**config.mk**
```make
export PLATFORM = sky130hd
export DESIGN_NAME = nns_regs
export DESIGN_NICKNAME = d
export VERILOG_FILES = /design/src/sv/nearest_neighbor_stretch_assert.svh /design/src/sv/nns_pkg.sv /design/src/sv/nns_step_div.sv /design/src/sv/nns_regs.sv
export SDC_FILE = /design/constraint.sdc
export NUM_CORES = 1
export LEC_CHECK = 0
export BUFFER_PORTS_ARGS = -buffer_cell sky130_fd_sc_hd__buf_2
export CAP_MARGIN = 10
export CORE_MARGIN = 3
export CORE_UTILIZATION = 50
export CTS_CLUSTER_SIZE = 14
export DETAILED_ROUTE_END_ITERATION = 7
export HOLD_SLACK_MARGIN = 0.06
export PLACE_DENSITY = 0.73
export SLEW_MARGIN = 10
export SYNTH_ARGS = -nofsm -noshare
export SYNTH_HDL_FRONTEND = slang
export SYNTH_SLANG_ARGS = --single-unit
```
**constraint.sdc**
```tcl
create_clock -name clk -period 3.1 [get_ports clk]
set_input_delay 0.465 -clock clk [delete_from_list [all_inputs] [get_ports clk]]
set_output_delay 0.465 -clock clk [all_outputs]
set_load 0.05 [all_outputs]
```
**src/sv/nearest_neighbor_stretch_assert.svh**
```systemverilog
// Assertion macros used by the scaler's datapath RTL file.
// Each macro expects signals named clk and rst in the scope where it is used.
`ifndef NEAREST_NEIGHBOR_STRETCH_ASSERT_SVH
`define NEAREST_NEIGHBOR_STRETCH_ASSERT_SVH

// Consequent must hold in the same cycle as the antecedent.
`define NNS_ASSERT_SAME(label, ante, cons) \
  label: assert property (@(posedge clk) disable iff (rst) (ante) |-> (cons)) \
    else $error("%m: same-cycle check failed");

// Consequent must hold in the cycle after the antecedent.
`define NNS_ASSERT_NEXT(label, ante, cons) \
  label: assert property (@(posedge clk) disable iff (rst) (ante) |=> (cons)) \
    else $error("%m: next-cycle check failed");

`endif

```
**src/sv/nns_pkg.sv**
```systemverilog
package nns_pkg;

  // Stored source frame geometry and fixed-point format.
  localparam int SRC_MAX_W = 256;
  localparam int SRC_MAX_H = 256;
  localparam int FRAC_BITS = 16;

  localparam int COL_BITS    = $clog2(SRC_MAX_W);
  localparam int ROW_BITS    = $clog2(SRC_MAX_H);
  localparam int FRAME_AW    = COL_BITS + ROW_BITS;
  localparam int FRAME_DEPTH = SRC_MAX_W * SRC_MAX_H;

  // Field and register widths.
  localparam int POS_BITS     = 12;
  localparam int PIX_BITS     = 32;
  localparam int SRC_DIM_BITS = 9;
  localparam int DST_DIM_BITS = 13;
  localparam int ORG_BITS     = 8;
  localparam int BPP_BITS     = 3;

  // Step, product and mapped coordinate widths.
  localparam int STEP_BITS      = SRC_DIM_BITS + FRAC_BITS;
  localparam int PROD_BITS      = POS_BITS + STEP_BITS;
  localparam int MAP_BITS       = PROD_BITS - FRAC_BITS;
  localparam int SRC_COORD_BITS = MAP_BITS + 1;
  localparam int DIV_CNT_BITS   = $clog2(STEP_BITS + 1);

  localparam logic [STEP_BITS-1:0] UNIT_STEP = STEP_BITS'(1) << FRAC_BITS;

  // Register file.
  localparam int NUM_REGS = 7;
  localparam int CFG_AW   = $clog2(NUM_REGS) + 2;
  localparam int CFG_DW   = 32;

  localparam logic [SRC_DIM_BITS-1:0] RST_SRC_DIM = SRC_DIM_BITS'(256);
  localparam logic [DST_DIM_BITS-1:0] RST_DST_DIM = DST_DIM_BITS'(256);
  localparam logic [BPP_BITS-1:0]     RST_BPP     = BPP_BITS'(4);

  typedef enum logic [CFG_AW-3:0] {
    REG_SRC_WIDTH,
    REG_SRC_HEIGHT,
    REG_DST_WIDTH,
    REG_DST_HEIGHT,
    REG_ORIGIN_X,
    REG_ORIGIN_Y,
    REG_BPP
  } reg_idx_t;

  typedef enum logic {
    CMD_LOAD  = 1'b0,
    CMD_FETCH = 1'b1
  } cmd_t;

  typedef struct packed {
    logic [SRC_DIM_BITS-1:0] src_width;
    logic [SRC_DIM_BITS-1:0] src_height;
    logic [DST_DIM_BITS-1:0] dst_width;
    logic [DST_DIM_BITS-1:0] dst_height;
    logic [ORG_BITS-1:0]     origin_x;
    logic [ORG_BITS-1:0]     origin_y;
    logic [BPP_BITS-1:0]     bpp;
  } cfg_t;

  // Byte mask for a pixel size; zero acts as one byte, above four as four.
  function automatic logic [PIX_BITS-1:0] pixel_mask(input logic [BPP_BITS-1:0] bpp);
    logic [PIX_BITS-1:0] m;
    case (bpp) inside
      3'd0, 3'd1: m = 32'h0000_00FF;
      3'd2:       m = 32'h0000_FFFF;
      3'd3:       m = 32'h00FF_FFFF;
      default:    m = 32'hFFFF_FFFF;
    endcase
    return m;
  endfunction

endpackage

```
**src/sv/nns_step_div.sv**
```systemverilog
module nns_step_div (
  input  logic                              clk,
  input  logic                              rst,
  input  logic                              start,
  input  logic [nns_pkg::STEP_BITS-1:0]     dividend,
  input  logic [nns_pkg::DST_DIM_BITS-1:0]  divisor,
  output logic [nns_pkg::STEP_BITS-1:0]     quotient,
  output logic                              busy
);
  import nns_pkg::*;

  logic [DIV_CNT_BITS-1:0] cnt;
  logic [STEP_BITS-1:0]    num;
  logic [STEP_BITS-1:0]    work;
  logic [DST_DIM_BITS-1:0] dvs;
  logic [DST_DIM_BITS-1:0] rem;
  logic [DST_DIM_BITS:0]   trial;
  logic                    qbit;
  logic [DST_DIM_BITS:0]   diff;

  // One restoring step: bring in the next dividend bit and try to subtract.
  always_comb begin
    trial = {rem, num[STEP_BITS-1]};
    qbit  = (trial >= {1'b0, dvs});
    diff  = trial - {1'b0, dvs};
  end

  assign busy = (cnt != '0);

  // Iteration counter; the quotient register also holds the reset step.
  always_ff @(posedge clk) begin
    if (rst) begin
      cnt      <= '0;
      quotient <= UNIT_STEP;
    end else if (start) begin
      cnt <= DIV_CNT_BITS'(STEP_BITS);
    end else if (busy) begin
      cnt <= cnt - 1'b1;
      if (cnt == DIV_CNT_BITS'(1)) begin
        // A zero divisor yields a zero step.
        quotient <= (dvs == '0) ? '0 : {work[STEP_BITS-2:0], qbit};
      end
    end
  end

  // Working registers of the shift-subtract loop.
  always_ff @(posedge clk) begin
    if (start) begin
      num  <= dividend;
      dvs  <= divisor;
      rem  <= '0;
      work <= '0;
    end else if (busy) begin
      num  <= {num[STEP_BITS-2:0], 1'b0};
      rem  <= qbit ? diff[DST_DIM_BITS-1:0] : trial[DST_DIM_BITS-1:0];
      work <= {work[STEP_BITS-2:0], qbit};
    end
  end
endmodule

```
**src/sv/nns_regs.sv**
```systemverilog
module nns_regs (
  input  logic                         clk,
  input  logic                         rst,
  input  logic                         psel,
  input  logic                         penable,
  input  logic                         pwrite,
  input  logic [nns_pkg::CFG_AW-1:0]   paddr,
  input  logic [nns_pkg::CFG_DW-1:0]   pwdata,
  output logic [nns_pkg::CFG_DW-1:0]   prdata,
  output logic                         pready,
  output nns_pkg::cfg_t                cfg,
  output logic [nns_pkg::STEP_BITS-1:0] hstep,
  output logic [nns_pkg::STEP_BITS-1:0] vstep,
  output logic                         cfg_write,
  output logic                         cfg_busy
);
  import nns_pkg::*;

  reg_idx_t idx;
  logic     reg_known;
  logic     start;
  logic     hbusy;
  logic     vbusy;

  assign pready    = 1'b1;
  assign idx       = reg_idx_t'(paddr[CFG_AW-1:2]);
  assign cfg_write = psel && penable && pwrite;
  assign cfg_busy  = start || hbusy || vbusy;

  // Decode whether the address names a register.
  always_comb begin
    case (idx)
      REG_SRC_WIDTH, REG_SRC_HEIGHT, REG_DST_WIDTH, REG_DST_HEIGHT,
      REG_ORIGIN_X, REG_ORIGIN_Y, REG_BPP: reg_known = 1'b1;
      default: reg_known = 1'b0;
    endcase
  end

  // Register writes; a write to a known register restarts the step dividers.
  always_ff @(posedge clk) begin
    if (rst) begin
      cfg.src_width  <= RST_SRC_DIM;
      cfg.src_height <= RST_SRC_DIM;
      cfg.dst_width  <= RST_DST_DIM;
      cfg.dst_height <= RST_DST_DIM;
      cfg.origin_x   <= '0;
      cfg.origin_y   <= '0;
      cfg.bpp        <= RST_BPP;
      start          <= 1'b0;
    end else begin
      start <= cfg_write && reg_known;
      if (cfg_write) begin
        case (idx)
          REG_SRC_WIDTH:  cfg.src_width  <= pwdata[SRC_DIM_BITS-1:0];
          REG_SRC_HEIGHT: cfg.src_height <= pwdata[SRC_DIM_BITS-1:0];
          REG_DST_WIDTH:  cfg.dst_width  <= pwdata[DST_DIM_BITS-1:0];
          REG_DST_HEIGHT: cfg.dst_height <= pwdata[DST_DIM_BITS-1:0];
          REG_ORIGIN_X:   cfg.origin_x   <= pwdata[ORG_BITS-1:0];
          REG_ORIGIN_Y:   cfg.origin_y   <= pwdata[ORG_BITS-1:0];
          REG_BPP:        cfg.bpp        <= pwdata[BPP_BITS-1:0];
          default: ;
        endcase
      end
    end
  end

  // Read back.
  always_comb begin
    case (idx)
      REG_SRC_WIDTH:  prdata = CFG_DW'(cfg.src_width);
      REG_SRC_HEIGHT: prdata = CFG_DW'(cfg.src_height);
      REG_DST_WIDTH:  prdata = CFG_DW'(cfg.dst_width);
      REG_DST_HEIGHT: prdata = CFG_DW'(cfg.dst_height);
      REG_ORIGIN_X:   prdata = CFG_DW'(cfg.origin_x);
      REG_ORIGIN_Y:   prdata = CFG_DW'(cfg.origin_y);
      REG_BPP:        prdata = CFG_DW'(cfg.bpp);
      default:        prdata = '0;
    endcase
  end

  // Step = (src << FRAC_BITS) / dst on each axis.
  nns_step_div u_hdiv (
    .clk      (clk),
    .rst      (rst),
    .start    (start),
    .dividend ({cfg.src_width, FRAC_BITS'(0)}),
    .divisor  (cfg.dst_width),
    .quotient (hstep),
    .busy     (hbusy)
  );

  nns_step_div u_vdiv (
    .clk      (clk),
    .rst      (rst),
    .start    (start),
    .dividend ({cfg.src_height, FRAC_BITS'(0)}),
    .divisor  (cfg.dst_height),
    .quotient (vstep),
    .busy     (vbusy)
  );
endmodule

```
==> impl_results.md <==
- Outcome: complete, no violations
- Count of cells along the worst hold path: 3
- Number of core rows: 53
- Fraction of layout instances using a drive strength above 1: 19.3%
- Slew at the pin closest to its max-slew limit: 0.904 ns
- Syn-to-layout area delta: 16.3%
- Worst flop-to-flop path endpoint: u_hdiv.rem[7]
- Leakage Power: 5.30 nW
- Worst ir drop on vdd: 470 uV
- Worst hold path class: in -> reg
- Number of enable-type register cells in the synthesized netlist: 44
- Dominant cells by area after synthesis: sky130_fd_sc_hd__dfxtp_1 (37%), sky130_fd_sc_hd__edfxtp_1 (12%), sky130_fd_sc_hd__nand2_1 (6.5%)
- Final total negative setup slack: 0 ns
- Count of warnings emitted by yosys: 0
- Proportion of netlist area held by the largest area contributor: 36.6%
- Setup repair after global routing missed its margin: false
- Type of origin of the critical path: flip-flop
- Via total after detailed routing: 8982
- Relative slew slack: 39.8%
- Clock sink count: 242
- Time the final worst path needs with I/O delays and setup: 2.82 ns
- Routed len/inst: 17.2 um
- Largest fanout on the critical path: 8
- Hold Path End: cfg[29]
- Final wirelength: 27.5 mm
- Category of the most critical setup path: reg -> reg
- Cell area after synthesis: 0.0108 mm^2
- Post-detailed-placement half-perimeter wirelength: 18.9 mm
- Starting utilization of the core area: 51.2%
- Final worst hold slack: 0.178 ns
- Distinct cell type count after synthesis: 64
- Worst reg2reg startpoint: u_hdiv.num[24]
- Element type at the critical path end: flip-flop
- Share of the cycle needed by the critical path after routing: 91.1%
- Number of buffers created by CTS: 26
- Final-stage net count: 1379
- Setup slack of the worst register-to-register path: 0.28 ns
- Die Height: 153 um
- Placer's final routability congestion estimate: 0.906
- Clock latency at the later pin of the worst-skew pair: 0.54 ns
- Highest clock frequency the design can meet: 0.354 GHz
- Length in cells of the worst reg-to-reg path: 11
- Global router's overall resource usage: 22.7%
- Flip-flop cell with the highest count after synthesis: sky130_fd_sc_hd__dfxtp_1
- Number of antenna violations at the first check in global routing: 1
- Post-layout total power: 0.0115 W
- Proportion of synthesized flip-flops having asynchronous set or reset: 0%
- Antenna-violating nets left: 0
- Post-Syn Instances: 1187
- Global route overflow: 0
- Number of buffers inserted by port buffering: 148
- Per-cell via count in the routed design: 5.61
- Remaining routing DRC violations: 0
- TritonCTS clock tree: built
- Buffer type at the clock tree root: sky130_fd_sc_hd__clkbuf_16
- Worst Min Path Start: pwdata[10]
- WP data arrival: 3.25 ns
- Die extent in x: 153 um
- Vias in the first global route: 8562
- Maximum clock insertion buffer count: 3
- Clock transition at the register clock pins on the worst setup and hold paths after CTS: 0.06 ns
- Number of placed I/O pins: 190
- Number of endpoints with negative hold slack in the final report: 0
- Pin count of the biggest net entering global routing: 74
- Max Transition Viols Final: 0
- Total number of H-tree levels: 1
- Sequential share of the synthesized area: 48.8%
- Final count of negative-setup-slack endpoints: 0
- Post-Synthesis Mean Instance Area: 9.13 um^2
- Cell type contributing the most total cell area after synthesis: sky130_fd_sc_hd__dfxtp_1
- Initial DRC Count: 665
- Required @ worst endpoint: 3.53 ns
- Diodes inserted: 0
- Router iterations before antenna repair: 5
- Number of flip-flops and latches in the synthesized netlist: 242
- Area of the core region: 0.0212 mm^2
- Commonest cells after routing, fill and taps aside: sky130_fd_sc_hd__dfxtp_1 (197), sky130_fd_sc_hd__nand2_1 (188), sky130_fd_sc_hd__buf_2 (147), sky130_fd_sc_hd__nor2_1 (124), sky130_fd_sc_hd__a21oi_1 (104)
- Setup repair bufs after CTS: 0
- Final Skew: 0.0299 ns
- Most frequent standard cell in the layout excluding fill and tap cells: sky130_fd_sc_hd__dfxtp_1
- Post-route core utilization: 59.6%
- Max Cap Violations: 0
- Hold buffers post-CTS: 0
- Global-route wire length before repair: 44.8 mm
- Ratio of total power to cell area: 914 mW/mm^2
- Die Footprint: 0.0235 mm^2
[worst max path at each step]
stage | start | end | slack [ns] | cells after the start
6_report | u_hdiv.num[24] | u_hdiv.rem[7] | 0.28 | 11
5_1_grt | u_vdiv.num[24] | u_vdiv.rem[4] | 0.07 | 10
4_1_cts | u_vdiv.num[24] | u_vdiv.rem[4] | 0.12 | 10
3_5_place_dp | u_vdiv.num[24] | u_vdiv.rem[10] | 0.17 | 10
3_3_place_gp | u_vdiv.num[24] | u_vdiv.rem[8] | 0.23 | 10
2_1_floorplan | paddr[2] | prdata[6] | 0.02 | 5
[critical path, cell delays in order, from the launching register on]
cell	delay, ns
sky130_fd_sc_hd__edfxtp_1	0.36
sky130_fd_sc_hd__inv_1	0.08
sky130_fd_sc_hd__ha_1	0.15
sky130_fd_sc_hd__inv_1	0.05
sky130_fd_sc_hd__fa_1	0.39
sky130_fd_sc_hd__a21oi_1	0.25
sky130_fd_sc_hd__o211ai_1	0.24
sky130_fd_sc_hd__a21o_1	0.30
sky130_fd_sc_hd__a21oi_2	0.36
sky130_fd_sc_hd__buf_4	0.23
sky130_fd_sc_hd__nand2_1	0.06
sky130_fd_sc_hd__a311oi_1	0.24
[report_power, final]
part,internal [W],total (W),switching [W]
Clock,0.00189,0.00317,0.00128
Sequential,0.00397,0.00446,0.000490
Combinational,0.00147,0.00388,0.00241
Total,0.00734,0.0115,0.00418
[per-layer routing]
metal / GRT usage [%] / wire (um) / vias up
met5: 0 / 13 / -
met4: 6.41 / 705 / 2
met3: 5.10 / 2090 / 51
met2: 37.0 / 12800 / 302
met1: 30.6 / 11800 / 4249
li1: - / - / 4378
[what timing repair did]
action	in CTS	in global routing
endpoints found under the setup margin	0	10
gates resized for setup	0	1
endpoints found under the hold margin	0	0
[synth_stat cells (3+ instances only)]
cell / n
sky130_fd_sc_hd__inv_1: 41
sky130_fd_sc_hd__and3_1: 5
sky130_fd_sc_hd__ha_1: 30
sky130_fd_sc_hd__nand3_1: 29
sky130_fd_sc_hd__a31oi_1: 7
sky130_fd_sc_hd__a21oi_1: 104
sky130_fd_sc_hd__nand2b_1: 5
sky130_fd_sc_hd__nor2b_1: 10
sky130_fd_sc_hd__o21ai_0: 24
sky130_fd_sc_hd__or3_1: 9
sky130_fd_sc_hd__a41oi_1: 4
sky130_fd_sc_hd__buf_2: 4
sky130_fd_sc_hd__nand4_1: 5
sky130_fd_sc_hd__and4_1: 3
sky130_fd_sc_hd__edfxtp_1: 44
sky130_fd_sc_hd__a21o_1: 10
sky130_fd_sc_hd__and2_1: 6
sky130_fd_sc_hd__a221oi_1: 4
sky130_fd_sc_hd__o22ai_1: 4
sky130_fd_sc_hd__a211oi_1: 12
sky130_fd_sc_hd__a211o_1: 5
sky130_fd_sc_hd__mux4_2: 3
sky130_fd_sc_hd__xnor2_1: 12
sky130_fd_sc_hd__nor3_1: 11
sky130_fd_sc_hd__a311oi_1: 5
sky130_fd_sc_hd__mux2_2: 28
sky130_fd_sc_hd__mux2i_1: 40
sky130_fd_sc_hd__nand2_1: 188
sky130_fd_sc_hd__dfxtp_1: 198
sky130_fd_sc_hd__nor4_1: 11
sky130_fd_sc_hd__clkbuf_1: 62
sky130_fd_sc_hd__xor2_1: 7
sky130_fd_sc_hd__buf_4: 21
sky130_fd_sc_hd__nor2_1: 125
sky130_fd_sc_hd__a22oi_1: 58
sky130_fd_sc_hd__a2111oi_0: 5
sky130_fd_sc_hd__buf_1: 6
[cells by family after synthesis]
group	Yosys count	synth area share, %
other cells	2	0.0693
xor+xnor	19	1.54
compound gates	266	16.0
fa+ha+maj	32	3.83
flops	242	48.8
simple gates	418	16.7
buf+inv	137	5.76
mux	71	7.23
[sequential cells by signal, summed over array words and instances (netlist names), 13 cells and up]
register,flops
u_hdiv.rem,13
u_hdiv.quotient,25
u_hdiv.work,24
cfg,63
u_vdiv.rem,13
u_vdiv.quotient,25
u_vdiv.work,24
u_vdiv.dvs,13
u_hdiv.dvs,13
[per-stage QoR]
step | instances | instance area (um^2) | setup WS [ns]
global placement | 1552 | 11700 | 0.228
global route | 1600 | 12600 | 0.0675
floorplan | 1205 | 10900 | 0.0190
detailed placement | 1552 | 11700 | 0.175
CTS | 1600 | 12600 | 0.118
finish | 1600 | 12600 | 0.275
[area by class of cell]
| cell class | count | area [um^2] |
|---|---|---|
| inverter | 41 | 154 |
| sequential | 242 | 5290 |
| fill | 1842 | 8550 |
| timing repair buffer | 168 | 906 |
| clock inverter | 13 | 140 |
| multi-input combinational | 826 | 5010 |
| clock buffer | 35 | 757 |
| tap | 275 | 344 |
No activity file was read; power rests on OpenSTA's default activity.
